`config.mk`:
```
export PLATFORM = sky130hd
export DESIGN_NAME = fragment_frame_deframer_checker_core
export DESIGN_NICKNAME = d
export VERILOG_FILES = /design/src/rtl/ffdc_pkg.sv /design/src/rtl/fragment_frame_deframer_checker_core.sv /design/src/rtl/ffdc_ctrl.sv /design/src/rtl/ffdc_datapath.sv
export SDC_FILE = /design/constraint.sdc
export NUM_CORES = 2
export LEC_CHECK = 0
export CAP_MARGIN = 20
export CORE_MARGIN = 3
export CORE_UTILIZATION = 50
export DETAILED_ROUTE_END_ITERATION = 10
export DONT_BUFFER_PORTS = 1
export PLACE_DENSITY = 0.65
export SLEW_MARGIN = 10
export SYNTH_ARGS = -nofsm -noshare
export SYNTH_HDL_FRONTEND = slang
export SYNTH_HIERARCHICAL = 1
export SYNTH_SLANG_ARGS = --single-unit
```
`constraint.sdc`:
```
create_clock -name clk -period 5.9 [get_ports clk]
set_input_delay 0.885 -clock clk [delete_from_list [all_inputs] [get_ports clk]]
set_output_delay 0.885 -clock clk [all_outputs]
set_load 0.01 [all_outputs]
```
`src/rtl/ffdc_pkg.sv`:
```
// ----------------------------------------------------------------------------
// ffdc_pkg
// Shared types, constants and the CRC byte step for the frame deframer/checker.
// ----------------------------------------------------------------------------
package ffdc_pkg;

  localparam int HEADER_BYTES    = 28;
  localparam int COUNT_LIMIT_DEF = 511;
  localparam int CFG_IDX_W       = 3;
  localparam int CFG_DATA_W      = 16;

  localparam logic [31:0] CRC_POLY = 32'hedb88320;
  localparam logic [31:0] CRC_ONES = 32'hffffffff;

  typedef enum logic [CFG_IDX_W-1:0] {
    REG_MAX_FRAME_LEN    = 3'd0,
    REG_PAYLOAD_CAPACITY = 3'd1,
    REG_MAGIC_WORD       = 3'd2,
    REG_CONTROL_EXPECTED = 3'd3,
    REG_MIN_TOTAL_LENGTH = 3'd4,
    REG_MAX_TOTAL_LENGTH = 3'd5,
    REG_MAX_FRAGMENTS    = 3'd6,
    REG_MAX_PAYLOAD_LEN  = 3'd7
  } cfg_reg_t;

  typedef enum logic [3:0] {
    ST_OK           = 4'd0,
    ST_SHORT        = 4'd1,
    ST_LARGE        = 4'd2,
    ST_MAGIC        = 4'd3,
    ST_VERSION      = 4'd4,
    ST_TYPE         = 4'd5,
    ST_LENGTH       = 4'd6,
    ST_CRC          = 4'd7,
    ST_SEQ          = 4'd8,
    ST_TOTAL        = 4'd9,
    ST_FRAGMENT     = 4'd10,
    ST_NONCANONICAL = 4'd11
  } status_t;

  typedef struct packed {
    logic [7:0] rx_byte;
    logic       end_of_datagram;
  } in_item_t;

  typedef struct packed {
    logic [7:0]  payload_byte;
    logic        payload_valid;
    logic        frame_done;
    logic [3:0]  status;
    logic [63:0] tag_value;
    logic [63:0] sender_seq;
    logic [7:0]  frag_index;
    logic [7:0]  frag_count;
    logic [15:0] message_length;
    logic [7:0]  payload_len;
  } out_item_t;

  typedef struct packed {
    logic take;
    logic load_pay;
    logic calc;
    logic load_fin;
  } dp_cmd_t;

  typedef struct packed {
    logic is_payload;
  } dp_stat_t;

  function automatic logic [31:0] crc_byte(input logic [31:0] crc_in, input logic [7:0] b);
    logic [31:0] c;
    c = crc_in ^ {24'd0, b};
    for (int k = 0; k < 8; k++) begin
      c = (c >> 1) ^ (CRC_POLY & {32{c[0]}});
    end
    return c;
  endfunction

endpackage

```
`src/rtl/fragment_frame_deframer_checker_core.sv`:
```
// ----------------------------------------------------------------------------
// fragment_frame_deframer_checker_core
// Byte-serial deframer and CRC-32 checker for fragmented data frames.
// ----------------------------------------------------------------------------
// Takes one datagram byte per cycle while the output register is free.
// Payload bytes (offset 28 on) come out in the cycle after through the
// output register, the last one on the status item. The end-marked item
// is followed by the S_CHK step (fragment-size products) and the S_FIN
// step (status compare chain, status item load); no input then. The user
// must write configuration via cfg_we/cfg_index/cfg_data while idle; unenforced.
module fragment_frame_deframer_checker_core #(
  parameter int COUNT_LIMIT = ffdc_pkg::COUNT_LIMIT_DEF
) (
  input  logic                            clk,
  input  logic                            rst,
  input  logic                            cfg_we,
  input  logic [ffdc_pkg::CFG_IDX_W-1:0]  cfg_index,
  input  logic [ffdc_pkg::CFG_DATA_W-1:0] cfg_data,
  input  logic                            in_valid,
  output logic                            in_ready,
  input  ffdc_pkg::in_item_t              in_item,
  output logic                            out_valid,
  input  logic                            out_ready,
  output ffdc_pkg::out_item_t             out_item
);

  ffdc_pkg::dp_cmd_t  cmd;
  ffdc_pkg::dp_stat_t stat;

  ffdc_ctrl u_ctrl (
    .clk       (clk),
    .rst       (rst),
    .in_valid  (in_valid),
    .in_last   (in_item.end_of_datagram),
    .in_ready  (in_ready),
    .out_valid (out_valid),
    .out_ready (out_ready),
    .stat      (stat),
    .cmd       (cmd)
  );

  ffdc_datapath #(.COUNT_LIMIT(COUNT_LIMIT)) u_dp (
    .clk       (clk),
    .rst       (rst),
    .cfg_we    (cfg_we),
    .cfg_index (cfg_index),
    .cfg_data  (cfg_data),
    .in_item   (in_item),
    .cmd       (cmd),
    .stat      (stat),
    .out_item  (out_item)
  );

endmodule

```
`src/rtl/ffdc_ctrl.sv`:
```
// ----------------------------------------------------------------------------
// ffdc_ctrl
// Sequencer: byte intake, end-of-frame check steps and output register valid.
// ----------------------------------------------------------------------------
module ffdc_ctrl (
  input  logic               clk,
  input  logic               rst,
  input  logic               in_valid,
  input  logic               in_last,
  output logic               in_ready,
  output logic               out_valid,
  input  logic               out_ready,
  input  ffdc_pkg::dp_stat_t stat,
  output ffdc_pkg::dp_cmd_t  cmd
);

  typedef enum logic [2:0] {
    S_RUN = 3'b001,
    S_CHK = 3'b010,
    S_FIN = 3'b100
  } state_t;

  state_t state, state_next;
  logic   out_free;
  logic   out_valid_next;

  assign out_free = !out_valid || out_ready;

  always_comb begin
    state_next = state;
    in_ready   = 1'b0;
    cmd        = '0;
    unique case (state)
      S_RUN: begin
        in_ready = out_free;
        cmd.take = in_valid && out_free;
        if (cmd.take) begin
          cmd.load_pay = stat.is_payload && !in_last;
          if (in_last) state_next = S_CHK;
        end
      end
      S_CHK: begin
        cmd.calc   = 1'b1;
        state_next = S_FIN;
      end
      S_FIN: begin
        if (out_free) begin
          cmd.load_fin = 1'b1;
          state_next   = S_RUN;
        end
      end
      default: state_next = S_RUN;
    endcase
  end

  assign out_valid_next = (out_valid && !out_ready) || cmd.load_pay || cmd.load_fin;

  always_ff @(posedge clk) begin
    if (rst) begin
      state     <= S_RUN;
      out_valid <= 1'b0;
    end else begin
      state     <= state_next;
      out_valid <= out_valid_next;
    end
  end

  a_ready_run: assert property (@(posedge clk) disable iff (rst)
    in_ready |-> state == S_RUN) else $error("ready outside run");
  a_last_chk: assert property (@(posedge clk) disable iff (rst)
    (cmd.take && in_last) |=> state == S_CHK) else $error("last byte not checked");
  a_chk_fin: assert property (@(posedge clk) disable iff (rst)
    state == S_CHK |=> state == S_FIN) else $error("check step skipped");
  a_fin_out: assert property (@(posedge clk) disable iff (rst)
    cmd.load_fin |=> out_valid) else $error("status item lost");

endmodule

```
`src/rtl/ffdc_datapath.sv`:
```
// ----------------------------------------------------------------------------
// ffdc_datapath
// Config registers, header capture, CRC, frame checks and output register.
// ----------------------------------------------------------------------------
module ffdc_datapath #(
  parameter int COUNT_LIMIT = ffdc_pkg::COUNT_LIMIT_DEF
) (
  input  logic                              clk,
  input  logic                              rst,
  input  logic                              cfg_we,
  input  logic [ffdc_pkg::CFG_IDX_W-1:0]    cfg_index,
  input  logic [ffdc_pkg::CFG_DATA_W-1:0]   cfg_data,
  input  ffdc_pkg::in_item_t                in_item,
  input  ffdc_pkg::dp_cmd_t                 cmd,
  output ffdc_pkg::dp_stat_t                stat,
  output ffdc_pkg::out_item_t               out_item
);

  localparam int             CW    = $clog2(COUNT_LIMIT + 1);
  localparam logic [CW-1:0]  LIMIT = CW'(COUNT_LIMIT);
  localparam logic [CW-1:0]  HB    = CW'(ffdc_pkg::HEADER_BYTES);

  logic [8:0]  max_frame_len;
  logic [7:0]  payload_capacity;
  logic [15:0] magic_word;
  logic [7:0]  control_expected;
  logic [15:0] min_total_length;
  logic [15:0] max_total_length;
  logic [7:0]  max_fragments;
  logic [7:0]  max_payload_len;

  logic [CW-1:0] byte_count;
  logic [31:0]   crc_reg;
  logic [15:0]   magic_seen;
  logic [7:0]    control_seen;
  logic [63:0]   tag_reg;
  logic [63:0]   seq_reg;
  logic [7:0]    index_reg;
  logic [7:0]    count_reg;
  logic [15:0]   total_reg;
  logic [7:0]    length_reg;
  logic [31:0]   rx_crc_reg;

  logic [7:0]  last_byte;
  logic        last_pay;
  logic [15:0] prod_hi;
  logic [15:0] prod_lo;

  logic [CW-1:0]    pos;
  logic [7:0]       b;
  logic             is_pay;
  ffdc_pkg::status_t status;
  logic [15:0]      exp_len;
  ffdc_pkg::out_item_t pay_item;

  assign pos             = byte_count;
  assign b               = in_item.rx_byte;
  assign is_pay          = pos >= HB;
  assign stat.is_payload = is_pay;

  always_ff @(posedge clk) begin
    if (rst) begin
      max_frame_len    <= 9'd255;
      payload_capacity <= 8'd227;
      magic_word       <= 16'd0;
      control_expected <= 8'd16;
      min_total_length <= 16'd1;
      max_total_length <= 16'hffff;
      max_fragments    <= 8'd255;
      max_payload_len  <= 8'd255;
    end else if (cfg_we) begin
      unique case (ffdc_pkg::cfg_reg_t'(cfg_index))
        ffdc_pkg::REG_MAX_FRAME_LEN:    max_frame_len    <= cfg_data[8:0];
        ffdc_pkg::REG_PAYLOAD_CAPACITY: payload_capacity <= cfg_data[7:0];
        ffdc_pkg::REG_MAGIC_WORD:       magic_word       <= cfg_data;
        ffdc_pkg::REG_CONTROL_EXPECTED: control_expected <= cfg_data[7:0];
        ffdc_pkg::REG_MIN_TOTAL_LENGTH: min_total_length <= cfg_data;
        ffdc_pkg::REG_MAX_TOTAL_LENGTH: max_total_length <= cfg_data;
        ffdc_pkg::REG_MAX_FRAGMENTS:    max_fragments    <= cfg_data[7:0];
        ffdc_pkg::REG_MAX_PAYLOAD_LEN:  max_payload_len  <= cfg_data[7:0];
        default: ;
      endcase
    end
  end

  always_ff @(posedge clk) begin
    if (rst || cmd.load_fin) begin
      byte_count   <= '0;
      crc_reg      <= ffdc_pkg::CRC_ONES;
      magic_seen   <= '0;
      control_seen <= '0;
      tag_reg      <= '0;
      seq_reg      <= '0;
      index_reg    <= '0;
      count_reg    <= '0;
      total_reg    <= '0;
      length_reg   <= '0;
      rx_crc_reg   <= '0;
    end else if (cmd.take) begin
      if (pos < CW'(24) || is_pay) crc_reg <= ffdc_pkg::crc_byte(crc_reg, b);
      if (pos < CW'(2))       magic_seen   <= {magic_seen[7:0], b};
      else if (pos == CW'(2)) control_seen <= b;
      else if (pos < CW'(11)) tag_reg      <= {tag_reg[55:0], b};
      else if (pos < CW'(19)) seq_reg      <= {seq_reg[55:0], b};
      else if (pos == CW'(19)) index_reg   <= b;
      else if (pos == CW'(20)) count_reg   <= b;
      else if (pos < CW'(23)) total_reg    <= {total_reg[7:0], b};
      else if (pos == CW'(23)) length_reg  <= b;
      else if (pos < HB)      rx_crc_reg   <= {rx_crc_reg[23:0], b};
      if (byte_count < LIMIT) byte_count <= byte_count + CW'(1);
    end
  end

  always_ff @(posedge clk) begin
    if (cmd.take) begin
      last_byte <= b;
      last_pay  <= is_pay;
    end
    if (cmd.calc) begin
      prod_hi <= {8'd0, payload_capacity} * {8'd0, count_reg};
      prod_lo <= {8'd0, payload_capacity} * {8'd0, count_reg - 8'd1};
    end
  end

  // fragment sizes: count = ceil(total/cap) <=> cap*(count-1) < total <= cap*count
  assign exp_len = ({1'b0, index_reg} + 9'd1 < {1'b0, count_reg}) ?
                   {8'd0, payload_capacity} : total_reg - prod_lo;

  always_comb begin
    if (byte_count < CW'(ffdc_pkg::HEADER_BYTES + 1))
      status = ffdc_pkg::ST_SHORT;
    else if ((CW+1)'(byte_count) > (CW+1)'(max_frame_len))
      status = ffdc_pkg::ST_LARGE;
    else if (magic_seen != magic_word)
      status = ffdc_pkg::ST_MAGIC;
    else if (control_seen[7:4] != control_expected[7:4])
      status = ffdc_pkg::ST_VERSION;
    else if (control_seen[3:0] != control_expected[3:0])
      status = ffdc_pkg::ST_TYPE;
    else if (length_reg == 8'd0 ||
             (CW+1)'(byte_count) != (CW+1)'(HB) + (CW+1)'(length_reg))
      status = ffdc_pkg::ST_LENGTH;
    else if (rx_crc_reg != ~crc_reg)
      status = ffdc_pkg::ST_CRC;
    else if (seq_reg == 64'd0)
      status = ffdc_pkg::ST_SEQ;
    else if (total_reg < min_total_length || total_reg > max_total_length)
      status = ffdc_pkg::ST_TOTAL;
    else if (count_reg == 8'd0 || count_reg > max_fragments || index_reg >= count_reg ||
             length_reg > max_payload_len)
      status = ffdc_pkg::ST_FRAGMENT;
    else if (payload_capacity == 8'd0 || total_reg == 16'd0 || prod_lo >= total_reg ||
             total_reg > prod_hi || {8'd0, length_reg} != exp_len)
      status = ffdc_pkg::ST_NONCANONICAL;
    else
      status = ffdc_pkg::ST_OK;
  end

  always_comb begin
    pay_item               = '0;
    pay_item.payload_byte  = b;
    pay_item.payload_valid = 1'b1;
  end

  always_ff @(posedge clk) begin
    if (cmd.load_pay) begin
      out_item <= pay_item;
    end else if (cmd.load_fin) begin
      out_item.payload_byte   <= last_pay ? last_byte : 8'd0;
      out_item.payload_valid  <= last_pay;
      out_item.frame_done     <= 1'b1;
      out_item.status         <= status;
      out_item.tag_value      <= tag_reg;
      out_item.sender_seq     <= seq_reg;
      out_item.frag_index     <= index_reg;
      out_item.frag_count     <= count_reg;
      out_item.message_length <= total_reg;
      out_item.payload_len    <= length_reg;
    end
  end

endmodule
```
==> metrics <==
Util after Layout 0.559; H-tree depth reported by CTS 2; Rel. slew slack 0.243; most numerous cell on the critical path fa_1; WP data required 6.27 ns; Synth top cells by count nand2_1, dfxtp_1, nor2_1; Tmin final 5.56 ns; Num CTS Buffers 61; Int Pwr 7.10 mW; worst slack, placed 0.297 ns; CTS tree built; pwr dens 292 nW/µm²; WHS 0.334 ns; Slew Limit Fails 0; initial core utilization 0.509; GP Congestion 0.903; routed vias/inst 5.53; Flop pwr share 0.440; CP Cell Sequence nor3_1, nand3_1, nor3_1, xnor2_2, nand2b_1, fa_1, fa_1, fa_1, fa_1, inv_1, ha_1, a21oi_1, nor2b_1, o21a_1, o21a_1, o21a_1, o41a_1, xnor2_1; status finished, final reports clean; Port Buffer Count 0; io pins 217; CTS Buffer Depth 3; Vias 22.4k; Synth Register Bits 581; Setup Fix Bufs, Post-CTS 0; DIE AREA 62200 µm²; CP Max Fanout 11; Cells after Synth 3315; count of final setup violators 0; kind of critical path reg -> reg; Seq/Total Area, Yosys 0.409; Switch Pwr 2.39 mW; CP peak stage delay 0.54 ns; VDD IR-drop max 247 µV; EDFF count, synth 49; slew at the pin with the worst max-slew slack 1.13 ns; vias in the first global route 21.9k; max reg flops 182; first-pass GRT wire length 125000 µm; largest area contributor in the netlist dfxtp_1; max-cap viol count 0; Fin Setup TNS 0 ns; Synth-to-Final Area Change 9.67%; # placed instances 3923; NumNets Final 3513; RSZ-0062 raised after global routing no; GR Overflow Total 0; top-count cell post-synth nand2_1; CTS Hold Bufs 0; ANT nets after route 0; routed wire length 79500 µm; Sink Count 581; area share of the largest cell type after synthesis 0.360; worst min-delay path class in -> reg; Clock transition at path regs 0.07 ns; final worst slack 0.340 ns; largest net degree at the start of global routing 194; fraction of registers with async set/reset 0; Post-DP HPWL 56000 µm; Clock Latency Late Sink 0.64 ns; Synth area leaders dfxtp_1, mux2i_1, ha_1; DRC viols 0; site row count 88; Tot GR Track Use 0.248; DR iter-0 viols 1536; Layout Cells excl Fill 4044; arrival time at the worst endpoint 5.93 ns; Wirelength per Cell 19.7 µm; die height 249 µm; Max Clk Rate 0.180 GHz; Synth cell types 77; synthesized area per cell 8.93 µm²; switching fraction of total power 0.252; Worst Skew 0.0258 ns; chip width 249 µm; CTS root buffer clkbuf_16; Post-Synthesis Cell Area 29600 µm²; Ys Warns 6; Pre-antenna DRT Iters 5; startpoint types register; proportion of layout cells with a drive suffix above 1 0.0543; Core Area 58100 µm²; slowest CP cell fa_1; clock network fraction of total power 0.438; Hold Fails Final Rpt 0; leak pwr 13.2 nW; Top FF cell, synth dfxtp_1; syn_nets 3603; initial antenna violation count 2; Final period util 0.942; combinational share of power 0.122; Crit. End Element register
[power groups by stage]
| stage | clock network (mW) | logic (mW) | registers [mW] |
|---|---|---|---|
| floorplan | 0 | 0.954 | 4.24 |
| global placement | 0 | 1.12 | 4.26 |
| detailed placement | 0 | 1.15 | 4.27 |
| CTS | 4.23 | 1.16 | 4.18 |
| global route | 4.39 | 1.29 | 4.19 |
| finish | 4.15 | 1.16 | 4.18 |
[final cells by class]
cell class / count / area [µm²]
repair buffers: 35 / 328
clock buffers: 85 / 1760
inverters: 221 / 830
diodes: 2 / 5.00
flip-flops and latches: 581 / 12100
fillers: 5193 / 25700
multi-input cells: 2325 / 16000
well taps: 765 / 957
clock inverters: 30 / 467
[metrics by stage]
step / area [µm²] / power (mW)
after floorplan: 29600 / 5.19
after global placement: 30200 / 5.38
after detailed placement: 30200 / 5.41
after CTS: 32400 / 9.56
after global routing: 32500 / 9.87
final: 32500 / 9.49
[cell families (layout without fill, tap and decap cells)]
group	after synthesis	count (layout)	synth area share
and+or+nand+nor	1163	1163	0.172
AOI/OAI and AO/OA	445	445	0.0905
other	0	2	0
DFF	581	581	0.409
xor gates and xnor gates	196	196	0.0585
buffers and inverters	409	371	0.0529
muxes	266	266	0.0899
adders and majority gates	255	255	0.126
[critical path: cells and delay by family, from the launching register on]
family	cells	cell delay, ns
AO/OA/AOI/OAI	5	1.09
XOR/XNOR	2	0.33
adder cells (fa/ha/maj)	5	2.42
AND/OR/NAND/NOR	5	0.99
buffers and inverters	1	0.04
flip-flops	1	0.43
[repair_timing]
action	4_1_cts	5_1_grt
endpoints found under the hold margin	0	0
setup endpoints to repair	0	2
gates resized for setup	0	2
[metal layers]
metal | GRT usage | part of all wire | up-vias
met4 | 0.0625 | 0.023 | 2
met2 | 0.412 | 0.47 | 556
met3 | 0.0474 | 0.060 | 127
li1 | - | - | 10800
met1 | 0.333 | 0.44 | 10900
met5 | 0 | 0.00015 | -
[final timing paths]
kind,depth (start not counted),slack (ns),endpoint,startpoint
worst max-delay path,18,0.34,u_dp/prod_lo[14],u_dp/count_reg[4]
worst min-delay path,0,0.33,u_dp/last_byte[2],in_item[3]
worst max register to register,18,0.34,u_dp/prod_lo[14],u_dp/count_reg[4]
worst min register to register,2,0.46,u_dp/min_total_length[2],u_dp/min_total_length[2]
[cells in the final DEF, fill, tap and decap left out, types with 27 or more instances in the layout]
cell type	synthesis	routed
nand3_1	29	29
a21oi_1	228	228
o211ai_1	71	71
nand2_1	553	551
buf_4	4	29
nor4_1	32	32
o21ai_0	49	49
nor2b_1	40	39
nor2_1	344	342
ha_1	182	182
mux2i_1	266	266
clkbuf_16	0	61
edfxtp_1	49	49
inv_1	220	220
nand4_1	33	33
dfxtp_1	532	532
xnor2_1	139	137
a21o_1	31	31
nand2b_1	27	27
fa_1	73	73
and2_1	37	36
xor2_1	55	55
Note: power is estimated with default switching activity, not from simulation.
